===== src/rtl/sdcg_pkg.sv =====
// ----------------------------------------------------------------------------
// sdcg_pkg: shared types and tables of the scale degree chord generator
// Progression tables, chord quality interval tables and the structs that
// travel between the chord calculator and the top level.
// ----------------------------------------------------------------------------
package sdcg_pkg;

    localparam int NUM_PROG   = 22;
    localparam int NUM_DEG    = 7;
    localparam int MAX_NOTES  = 5;
    localparam int NUM_QUAL   = 8;

    // Register indexes of the configuration port.
    localparam logic [2:0] REG_PROGRESSION = 3'd0;
    localparam logic [2:0] REG_KEY_ROOT    = 3'd1;
    localparam logic [2:0] REG_VOICING     = 3'd2;
    localparam logic [2:0] REG_EXTENSION   = 3'd3;
    localparam logic [2:0] REG_OCTAVE      = 3'd4;

    // Voicing and extension codes.
    localparam logic [1:0] VOICE_CLOSE = 2'd0;
    localparam logic [1:0] VOICE_OPEN  = 2'd1;
    localparam logic [1:0] VOICE_DROP2 = 2'd2;
    localparam logic [1:0] EXT_TRIAD   = 2'd0;
    localparam logic [1:0] EXT_SEVENTH = 2'd1;
    localparam logic [1:0] EXT_NINTH   = 2'd2;

    // Progression flag bits.
    localparam int FLAG_QUARTAL = 0;
    localparam int FLAG_QUINTAL = 1;
    localparam int FLAG_CHROM   = 2;

    localparam logic [4:0] LAST_PROG  = 5'd21;
    localparam logic [3:0] LAST_KEY   = 4'd11;
    localparam logic [6:0] BASE_NOTE  = 7'd60;
    localparam logic [4:0] OCT_SEMIS  = 5'd12;
    localparam logic [4:0] NINTH_IVL  = 5'd14;

    localparam logic [2:0] PROG_COUNT [NUM_PROG] = '{
        3'd7, 3'd7, 3'd7, 3'd7, 3'd7, 3'd4, 3'd3, 3'd4, 3'd6, 3'd7, 3'd7,
        3'd6, 3'd7, 3'd3, 3'd4, 3'd7, 3'd7, 3'd5, 3'd4, 3'd4, 3'd6, 3'd4};

    localparam logic [2:0] PROG_FLAGS [NUM_PROG] = '{
        3'd0, 3'd0, 3'd0, 3'd0, 3'd0, 3'd0, 3'd0, 3'd0, 3'd0, 3'd0, 3'd0,
        3'd0, 3'd0, 3'd0, 3'd0, 3'd1, 3'd2, 3'd0, 3'd0, 3'd0, 3'd4, 3'd0};

    localparam logic [3:0] PROG_IVL [NUM_PROG][NUM_DEG] = '{
        '{4'd0, 4'd2, 4'd4, 4'd5, 4'd7, 4'd9, 4'd11},
        '{4'd0, 4'd2, 4'd3, 4'd5, 4'd7, 4'd9, 4'd10},
        '{4'd0, 4'd2, 4'd4, 4'd5, 4'd7, 4'd9, 4'd10},
        '{4'd0, 4'd1, 4'd3, 4'd5, 4'd7, 4'd8, 4'd10},
        '{4'd0, 4'd2, 4'd4, 4'd6, 4'd7, 4'd9, 4'd11},
        '{4'd0, 4'd5, 4'd8, 4'd10, 4'd0, 4'd0, 4'd0},
        '{4'd0, 4'd5, 4'd7, 4'd0, 4'd0, 4'd0, 4'd0},
        '{4'd0, 4'd10, 4'd8, 4'd7, 4'd0, 4'd0, 4'd0},
        '{4'd9, 4'd2, 4'd7, 4'd0, 4'd5, 4'd11, 4'd0},
        '{4'd0, 4'd9, 4'd11, 4'd0, 4'd7, 4'd4, 4'd11},
        '{4'd0, 4'd3, 4'd4, 4'd6, 4'd7, 4'd10, 4'd11},
        '{4'd0, 4'd3, 4'd4, 4'd8, 4'd9, 4'd0, 4'd0},
        '{4'd0, 4'd2, 4'd4, 4'd5, 4'd7, 4'd9, 4'd11},
        '{4'd0, 4'd8, 4'd4, 4'd0, 4'd0, 4'd0, 4'd0},
        '{4'd0, 4'd1, 4'd2, 4'd3, 4'd0, 4'd0, 4'd0},
        '{4'd0, 4'd2, 4'd4, 4'd5, 4'd7, 4'd9, 4'd11},
        '{4'd0, 4'd2, 4'd4, 4'd5, 4'd7, 4'd9, 4'd11},
        '{4'd0, 4'd1, 4'd2, 4'd3, 4'd4, 4'd0, 4'd0},
        '{4'd0, 4'd11, 4'd10, 4'd9, 4'd0, 4'd0, 4'd0},
        '{4'd0, 4'd4, 4'd5, 4'd7, 4'd0, 4'd0, 4'd0},
        '{4'd0, 4'd0, 4'd0, 4'd0, 4'd0, 4'd0, 4'd0},
        '{4'd11, 4'd4, 4'd9, 4'd2, 4'd0, 4'd0, 4'd0}};

    localparam logic [2:0] PROG_QUAL [NUM_PROG][NUM_DEG] = '{
        '{3'd0, 3'd1, 3'd1, 3'd0, 3'd0, 3'd1, 3'd2},
        '{3'd1, 3'd1, 3'd0, 3'd0, 3'd1, 3'd2, 3'd0},
        '{3'd0, 3'd1, 3'd2, 3'd0, 3'd1, 3'd1, 3'd0},
        '{3'd1, 3'd0, 3'd0, 3'd1, 3'd2, 3'd0, 3'd0},
        '{3'd0, 3'd0, 3'd1, 3'd2, 3'd0, 3'd1, 3'd1},
        '{3'd0, 3'd1, 3'd0, 3'd0, 3'd0, 3'd0, 3'd0},
        '{3'd4, 3'd4, 3'd4, 3'd0, 3'd0, 3'd0, 3'd0},
        '{3'd1, 3'd0, 3'd0, 3'd0, 3'd0, 3'd0, 3'd0},
        '{3'd1, 3'd1, 3'd0, 3'd0, 3'd0, 3'd2, 3'd0},
        '{3'd0, 3'd4, 3'd4, 3'd4, 3'd0, 3'd4, 3'd2},
        '{3'd0, 3'd4, 3'd1, 3'd4, 3'd0, 3'd4, 3'd2},
        '{3'd0, 3'd0, 3'd0, 3'd0, 3'd0, 3'd1, 3'd0},
        '{3'd0, 3'd1, 3'd1, 3'd0, 3'd4, 3'd1, 3'd2},
        '{3'd5, 3'd5, 3'd5, 3'd0, 3'd0, 3'd0, 3'd0},
        '{3'd0, 3'd7, 3'd1, 3'd7, 3'd0, 3'd0, 3'd0},
        '{3'd0, 3'd0, 3'd0, 3'd0, 3'd0, 3'd0, 3'd0},
        '{3'd0, 3'd0, 3'd0, 3'd0, 3'd0, 3'd0, 3'd0},
        '{3'd1, 3'd2, 3'd1, 3'd2, 3'd0, 3'd0, 3'd0},
        '{3'd1, 3'd2, 3'd2, 3'd2, 3'd0, 3'd0, 3'd0},
        '{3'd1, 3'd0, 3'd1, 3'd0, 3'd0, 3'd0, 3'd0},
        '{3'd0, 3'd0, 3'd0, 3'd0, 3'd0, 3'd0, 3'd0},
        '{3'd2, 3'd1, 3'd1, 3'd1, 3'd0, 3'd0, 3'd0}};

    // Amount by which the chromatic bass lowers the root, per degree.
    localparam logic [2:0] BASS_DROP [NUM_DEG] = '{
        3'd0, 3'd1, 3'd2, 3'd3, 3'd4, 3'd5, 3'd0};

    // Third, fifth and seventh above the root, per chord quality.
    localparam logic [4:0] Q_THIRD [NUM_QUAL] = '{
        5'd4, 5'd3, 5'd3, 5'd4, 5'd4, 5'd4, 5'd3, 5'd3};
    localparam logic [4:0] Q_FIFTH [NUM_QUAL] = '{
        5'd7, 5'd7, 5'd6, 5'd8, 5'd7, 5'd7, 5'd7, 5'd6};
    localparam logic [4:0] Q_SEV [NUM_QUAL] = '{
        5'd11, 5'd10, 5'd10, 5'd11, 5'd10, 5'd11, 5'd10, 5'd9};

    localparam logic [4:0] QUARTAL_STACK [4] = '{5'd0, 5'd5, 5'd10, 5'd15};
    localparam logic [4:0] QUINTAL_STACK [4] = '{5'd0, 5'd7, 5'd14, 5'd21};

    // Configuration register set.
    typedef struct packed {
        logic [4:0] progression;
        logic [3:0] key_root;
        logic [1:0] voicing;
        logic [1:0] extension;
        logic [2:0] octave_shift;
    } cfg_t;

    // One finished chord: voiced notes and the note count (3 to 5).
    typedef struct packed {
        logic [MAX_NOTES-1:0][6:0] note;
        logic [2:0]                count;
    } chord_t;

endpackage


===== src/rtl/sdcg_if.sv =====
// ----------------------------------------------------------------------------
// sdcg_if: valid/ready channels of the scale degree chord generator
// The degree channel carries requests in, the note channel carries chord
// tones out, one transaction per note.
// ----------------------------------------------------------------------------
interface sdcg_degree_if;
    logic       valid;
    logic       ready;
    logic [2:0] degree;

    modport source (output valid, output degree, input ready);
    modport sink (input valid, input degree, output ready);
endinterface

interface sdcg_note_if;
    logic       valid;
    logic       ready;
    logic [6:0] note;
    logic       last;

    modport source (output valid, output note, output last, input ready);
    modport sink (input valid, input note, input last, output ready);
endinterface


===== src/rtl/sdcg_chord_calc.sv =====
// ----------------------------------------------------------------------------
// sdcg_chord_calc: chord construction for one scale degree
// Looks up interval and quality, builds the interval stack and applies the
// voicing, giving all chord notes at once.
// ----------------------------------------------------------------------------
module sdcg_chord_calc
(
    input  sdcg_pkg::cfg_t   cfg,
    input  logic [2:0]       degree,
    output sdcg_pkg::chord_t chord
);
    import sdcg_pkg::*;

    // Clamp a signed intermediate note into the MIDI range.
    function automatic logic [6:0] sat_note(input logic signed [8:0] v);
        logic [6:0] r;
        if (v < 9'sd0)
        begin
            r = 7'd0;
        end
        else if (v > 9'sd127)
        begin
            r = 7'd127;
        end
        else
        begin
            r = v[6:0];
        end
        return r;
    endfunction

    logic [4:0]              prog;
    logic [3:0]              key;
    logic signed [2:0]       oct;
    logic [2:0]              deg_max;
    logic [2:0]              deg;
    logic [2:0]              flags;
    logic [2:0]              qual;
    logic signed [8:0]       base;
    logic signed [8:0]       n [MAX_NOTES];
    logic signed [8:0]       v [MAX_NOTES];
    logic [2:0]              cnt;
    logic [2:0]              vc;

    // Saturate the registers and clamp the degree to the progression.
    always_comb
    begin
        prog    = (cfg.progression > LAST_PROG) ? LAST_PROG : cfg.progression;
        key     = (cfg.key_root > LAST_KEY) ? LAST_KEY : cfg.key_root;
        oct     = $signed(cfg.octave_shift);
        if (oct == -3'sd4)
        begin
            oct = -3'sd3;
        end
        else if (oct == 3'sd3)
        begin
            oct = 3'sd2;
        end
        deg_max = PROG_COUNT[prog] - 3'd1;
        deg     = (degree > deg_max) ? deg_max : degree;
        flags   = PROG_FLAGS[prog];
        qual    = PROG_QUAL[prog][deg];
        base    = $signed({2'b00, BASE_NOTE}) + $signed({5'b0, key})
                + $signed({5'b0, PROG_IVL[prog][deg]})
                + {{6{oct[2]}}, oct} * $signed({4'b0, OCT_SEMIS});
    end

    // Build the close-order stack and voice it.
    always_comb
    begin
        for (int i = 0; i < MAX_NOTES; i++)
        begin
            n[i] = base;
            v[i] = base;
        end
        cnt = 3'd3;
        vc  = 3'd3;
        if (flags[FLAG_QUARTAL] || flags[FLAG_QUINTAL])
        begin
            // Fixed stacks of fourths or fifths, no voicing.
            for (int i = 0; i < 4; i++)
            begin
                v[i] = base + $signed({4'b0, flags[FLAG_QUARTAL] ? QUARTAL_STACK[i]
                                                              : QUINTAL_STACK[i]});
            end
            vc = 3'd4;
        end
        else
        begin
            n[0] = base;
            n[1] = base + $signed({4'b0, Q_THIRD[qual]});
            n[2] = base + $signed({4'b0, Q_FIFTH[qual]});
            n[3] = base + $signed({4'b0, Q_SEV[qual]});
            n[4] = base + $signed({4'b0, NINTH_IVL});
            if (cfg.extension == EXT_SEVENTH)
            begin
                cnt = 3'd4;
            end
            else if (cfg.extension == EXT_NINTH)
            begin
                cnt = 3'd5;
            end
            if (flags[FLAG_CHROM])
            begin
                n[0] = base - $signed({6'b0, BASS_DROP[deg]});
            end

            if (cfg.voicing == VOICE_DROP2)
            begin
                v[0] = n[0];
                v[2] = n[1];
                unique case (cnt)
                    3'd4:
                    begin
                        v[1] = n[3];
                        v[3] = n[2] - $signed({4'b0, OCT_SEMIS});
                    end
                    3'd5:
                    begin
                        v[1] = n[4];
                        v[3] = n[3] - $signed({4'b0, OCT_SEMIS});
                    end
                    default:
                    begin
                        v[1] = n[2];
                        v[3] = n[2];
                    end
                endcase
                vc = 3'd4;
            end
            else
            begin
                for (int i = 0; i < MAX_NOTES; i++)
                begin
                    v[i] = n[i];
                end
                if (cfg.voicing == VOICE_OPEN)
                begin
                    v[1] = n[1] + $signed({4'b0, OCT_SEMIS});
                end
                vc = cnt;
            end
        end
    end

    // Pack the voiced notes.
    always_comb
    begin
        for (int i = 0; i < MAX_NOTES; i++)
        begin
            chord.note[i] = sat_note(v[i]);
        end
        chord.count = vc;
    end

endmodule


===== src/rtl/scale_degree_chord_generator.sv =====
// ----------------------------------------------------------------------------
// scale_degree_chord_generator: scale degree to chord note stream
// Registers a degree, builds its chord in one pass and streams the notes,
// one transaction per note, with the final note marked by last.
// ----------------------------------------------------------------------------
// A degree transaction yields a chord of 3 to 5 notes, streamed one note per
// cycle from the chord register while chord.ready is high. The note count is
// 4 for quartal, quintal and drop2 chords, else 4 with the seventh, 5 with the
// ninth and 3 otherwise. The next degree is taken into the input register and
// its chord is built while the current chord is still being streamed, so the
// output runs without gaps. An accepted degree passes the input register, then
// the chord register, before its first note. Configuration writes take effect
// at once and must be made only while no chord is in flight.
module scale_degree_chord_generator
(
    input  logic                clk,
    input  logic                rst_n,
    input  logic                cfg_we,
    input  logic [2:0]          cfg_index,
    input  logic [4:0]          cfg_data,
    sdcg_degree_if.sink         req,
    sdcg_note_if.source         chord
);
    import sdcg_pkg::*;

    cfg_t       cfg_reg;
    logic       in_valid_reg;
    logic [2:0] in_degree_reg;
    logic       chord_valid_reg;
    chord_t     chord_reg;
    logic [2:0] idx_reg;
    logic [2:0] idx_next;
    chord_t     chord_next;
    logic       is_last;
    logic       out_fire;
    logic       chord_done;
    logic       chord_load;
    logic       in_fire;

    // Configuration registers.
    always_ff @(posedge clk or negedge rst_n)
    begin
        if (!rst_n)
        begin
            cfg_reg <= '0;
        end
        else if (cfg_we)
        begin
            unique case (cfg_index)
                REG_PROGRESSION: cfg_reg.progression  <= cfg_data;
                REG_KEY_ROOT:    cfg_reg.key_root     <= cfg_data[3:0];
                REG_VOICING:     cfg_reg.voicing      <= cfg_data[1:0];
                REG_EXTENSION:   cfg_reg.extension    <= cfg_data[1:0];
                REG_OCTAVE:      cfg_reg.octave_shift <= cfg_data[2:0];
                default:         cfg_reg              <= cfg_reg;
            endcase
        end
    end

    // Handshake control between the input register and the chord register.
    assign is_last    = (idx_reg == chord_reg.count - 3'd1);
    assign out_fire   = chord_valid_reg && chord.ready;
    assign chord_done = out_fire && is_last;
    assign chord_load = in_valid_reg && (!chord_valid_reg || chord_done);
    assign req.ready  = !in_valid_reg || chord_load;
    assign in_fire    = req.valid && req.ready;

    // Chord construction from the registered degree.
    sdcg_chord_calc u_calc
    (
        .cfg    (cfg_reg),
        .degree (in_degree_reg),
        .chord  (chord_next)
    );

    // Note index within the chord being streamed.
    always_comb
    begin
        idx_next = idx_reg;
        if (chord_load)
        begin
            idx_next = 3'd0;
        end
        else if (out_fire)
        begin
            idx_next = idx_reg + 3'd1;
        end
    end

    // Control state.
    always_ff @(posedge clk or negedge rst_n)
    begin
        if (!rst_n)
        begin
            in_valid_reg    <= 1'b0;
            chord_valid_reg <= 1'b0;
            idx_reg         <= 3'd0;
        end
        else
        begin
            if (in_fire)
            begin
                in_valid_reg <= 1'b1;
            end
            else if (chord_load)
            begin
                in_valid_reg <= 1'b0;
            end
            if (chord_load)
            begin
                chord_valid_reg <= 1'b1;
            end
            else if (chord_done)
            begin
                chord_valid_reg <= 1'b0;
            end
            idx_reg <= idx_next;
        end
    end

    // Payload registers.
    always_ff @(posedge clk)
    begin
        if (in_fire)
        begin
            in_degree_reg <= req.degree;
        end
        if (chord_load)
        begin
            chord_reg <= chord_next;
        end
    end

    // Output transaction.
    assign chord.valid = chord_valid_reg;
    assign chord.note  = chord_reg.note[idx_reg];
    assign chord.last  = is_last;

endmodule

===== src/flat_wrapper.sv =====
// flat-port wrapper written by rule: the top's interface ports become plain ports
module scale_degree_chord_generator_flat import sdcg_pkg::*;
  (clk, rst_n, cfg_we, cfg_index, cfg_data, req_valid, req_degree, req_ready, chord_valid, chord_note, chord_last, chord_ready);
  sdcg_degree_if req_i ();
  sdcg_note_if chord_i ();
  input  logic clk;
  input  logic rst_n;
  input  logic cfg_we;
  input  logic [2:0] cfg_index;
  input  logic [4:0] cfg_data;
  input wire logic [$bits(req_i.valid)-1:0] req_valid;
  input wire logic [$bits(req_i.degree)-1:0] req_degree;
  output wire logic [$bits(req_i.ready)-1:0] req_ready;
  output wire logic [$bits(chord_i.valid)-1:0] chord_valid;
  output wire logic [$bits(chord_i.note)-1:0] chord_note;
  output wire logic [$bits(chord_i.last)-1:0] chord_last;
  input wire logic [$bits(chord_i.ready)-1:0] chord_ready;
  assign req_i.valid = req_valid;
  assign req_i.degree = req_degree;
  assign req_ready = req_i.ready;
  assign chord_valid = chord_i.valid;
  assign chord_note = chord_i.note;
  assign chord_last = chord_i.last;
  assign chord_i.ready = chord_ready;
  scale_degree_chord_generator u_core (.clk(clk), .rst_n(rst_n), .cfg_we(cfg_we), .cfg_index(cfg_index), .cfg_data(cfg_data), .req(req_i), .chord(chord_i));
endmodule

===== config.mk =====
export PLATFORM = sky130hd
export DESIGN_NAME = scale_degree_chord_generator_flat
export DESIGN_NICKNAME = d
export VERILOG_FILES = /design/src/rtl/sdcg_pkg.sv /design/src/rtl/sdcg_if.sv /design/src/rtl/sdcg_chord_calc.sv /design/src/rtl/scale_degree_chord_generator.sv /design/src/flat_wrapper.sv
export SDC_FILE = /design/constraint.sdc
export NUM_CORES = 1
export LEC_CHECK = 0
export BUFFER_PORTS_ARGS = -buffer_cell sky130_fd_sc_hd__buf_2
export CORE_MARGIN = 5
export CORE_UTILIZATION = 40
export DETAILED_ROUTE_END_ITERATION = 16
export PLACE_DENSITY = 0.51
export SYNTH_ARGS = -nofsm -noshare
export SYNTH_HDL_FRONTEND = slang
export SYNTH_SLANG_ARGS = --single-unit

===== constraint.sdc =====
create_clock -name clk -period 13.1 [get_ports clk]
set_input_delay 1.965 -clock clk [delete_from_list [all_inputs] [get_ports clk]]
set_output_delay 1.965 -clock clk [all_outputs]
set_load 0.05 [all_outputs]

==> metrics.yaml <==
cts_tree: "built"
drive_gt1_share_pct: 11.8
dieWidth_um: 148
rrSetupSlack_ns: 2.51
hold_violations: 0
synth_flop_cell: "edfxtp_1"
clockBufferDepth: 2
grt_max_degree: 44
ys_seq_area_share_pct: 23.2
grt_pass1_wl_mm: 38.0
cp-start-kind: "flop"
met3_length_mm: 1.64
placedInstanceArea_um2: 7840
crit_fanout: 33
h-tree-depth: 3
drtIter0Drc: 727
stdcell_area_um2: 8170
wl_mm: 23.8
synth_nets: 1006
synth_cell_types: 91
avgSynthCellArea_um2: 8.19
period_share_pct: 80.8
start_util_pct: 40.5
holdBufCountCts: 0
cp_data_required_time_ns: 13.17
route.detailed.drc: 0
tns_ns: 0
ioPinCount: 26
fp-row-count: 50
nFillCells: 1895
met1_length_mm: 11.3
yosys.area.top_type: "edfxtp_1"
placeableCoreArea_um2: 18700
drtAntennaViolNets: 0
met2_length_mm: 10.4
cts_resized: 0
cpMaxStageDelayCell: "dfrtp_1"
die_area_um2: 21800
cpPeakStageDelay_ns: 0.71
status: "complete, no violations"
period_needed_ns: 10.59
clock_skew_ns: 0.00960
regArea_um2: 1760
antenna_found_initial: 0
firstDrtPassIters: 7
place_hpwl_mm: 17.7
grt_usage_pct: 21.8
netlist.area_leader.share_pct: 16.2
cts_buffers: 9
ys_ff_latch: 62
post_cts_buffers: 0
clock-root-buffer: "clkbuf_16"
worstPathArrival_ns: 10.65
cp_common_cell: "ha_1"
worstSetupPathType: "flop to flop"
rsz0062_at_grt: "no"
fmax_ghz: 0.0945
crit_path_end_kind: "flop"
insertion_delay_ns: 0.35
dr.max_layer_used: "met4"
syn2layout_area_growth_pct: 7.84
num_vias: 7142
synth_area_leaders: "edfxtp_1 16%, ha_1 8.7%, dfrtp_1 6.9%, xnor2_1 5.2%, a21oi_1 5.2%"
path_clk_slew_ns: 0.06
die_h_um: 148
cts_sinks: 62
vias_per_cell: 6.21
syn_inst: 926
drv_slew: 0
hold_class: "flop to flop"
slew_headroom_pct: 28.3
wl_per_cell_um: 20.7
ys_warn_count: 0
synth_area_um2: 7580
largest_register_ffs: 38
first_global_vias: 6566
ys_async_sr_fraction_pct: 33.9
grt-ovfl-total: 0
maxCapViolCount: 0
port_buffers: 25
setup_violations: 0
worst_pin_slew_ns: 1.04
fin_nets: 992
antenna_cells: 0
multi_input_area_um2: 5380
synth-edff-count: 41
gp_congestion: 0.929
## per-layer routing
metal	GRT usage (%)	vias to the layer above
li1	-	3408
met1	32.7	3394
met2	32.8	292
met3	3.83	48
met4	4.75	0
met5	0	-
## cell type report
| type | count | area share, % |
|---|---|---|
| clock buffer | 9 | 2.76 |
| multi-input combinational | 748 | 65.8 |
| inverter | 56 | 2.60 |
| sequential | 62 | 21.5 |
| timing repair buffer | 35 | 2.45 |
| clock inverter | 7 | 1.29 |
| tap | 234 | 3.58 |
## cell families after synthesis
family	after synthesis	share of synthesized area (%)
xor+xnor	54	6.34
buf+inv	116	5.98
compound gates	320	28.6
flops	62	23.2
fa+ha+maj	64	11.7
simple gates	270	17.5
mux	40	6.67
## cell usage after synthesis, drive strengths merged (8+ instances only)
cell    count
a21oi      81
nand2      79
o21ai      78
nor2       71
ha         53
inv        53
clkbuf     46
xnor2      46
edfxtp     41
nand3      33
dfrtp      21
mux2i      19
a21o       17
nand2b     16
nor3       15
buf        14
mux2       14
a221oi     13
nor2b      12
fa         11
o21a       11
a31oi      10
o211ai     10
o22ai       9
a211oi      8
or3         8
xor2        8
## per-stage QoR
step	utilization [%]	hold slack (ns)	instances	worst slack [ns]
global route	43.7	0.540	1151	1.82
detailed placement	41.9	0.500	1135	2.65
finish	43.7	0.508	1151	2.51
floorplan	-	0.481	926	3.77
global placement	41.9	0.497	1135	2.92
CTS	43.7	0.513	1151	2.64
## worst paths after layout
check | cells after the start | end | from
min reg2reg | 1 | u_core.cfg_reg[7] | u_core.cfg_reg[7]
min | 1 | u_core.cfg_reg[7] | u_core.cfg_reg[7]
max reg2reg | 35 | u_core.chord_reg[29] | u_core.cfg_reg[15]
max | 35 | u_core.chord_reg[29] | u_core.cfg_reg[15]
max in group asynchronous | 1 | u_core.cfg_reg[6] | rst_n
min in group asynchronous | 1 | u_core.idx_reg[0] | rst_n
## cell usage in the layout, fill, tap and decap left out, types with 9 or more instances in the layout
| cell | synthesis | routed |
|---|---|---|
| a21o_1 | 17 | 17 |
| buf_2 | 6 | 25 |
| xnor2_1 | 45 | 45 |
| nand2b_1 | 16 | 16 |
| clkbuf_16 | 0 | 9 |
| mux2i_1 | 19 | 18 |
| a31oi_1 | 9 | 9 |
| nand3_1 | 33 | 33 |
| ha_1 | 53 | 53 |
| o21ai_0 | 75 | 75 |
| nand2_1 | 76 | 76 |
| mux2_2 | 14 | 14 |
| o211ai_1 | 10 | 10 |
| dfrtp_1 | 21 | 21 |
| fa_1 | 11 | 11 |
| nor2b_1 | 12 | 11 |
| a221oi_1 | 12 | 12 |
| a21oi_1 | 78 | 78 |
| nor2_1 | 68 | 68 |
| edfxtp_1 | 41 | 41 |
| nor3_1 | 14 | 14 |
| o21a_1 | 11 | 11 |
| o22ai_1 | 9 | 9 |
| buf_4 | 0 | 10 |
| inv_1 | 50 | 50 |
## worst max-delay path, delay by kind of cell (launching register included)
kind | cells | cell delay (ns)
simple gates | 8 | 1.91
mux | 3 | 0.64
buf+inv | 6 | 1.69
fa+ha+maj | 8 | 3.08
flops | 1 | 0.71
compound gates | 9 | 1.56
xor+xnor | 1 | 0.65
Power is left out: the tool's default activity adds up to more than one toggle a clock period on the data nets, which glitch-free logic cannot reach.
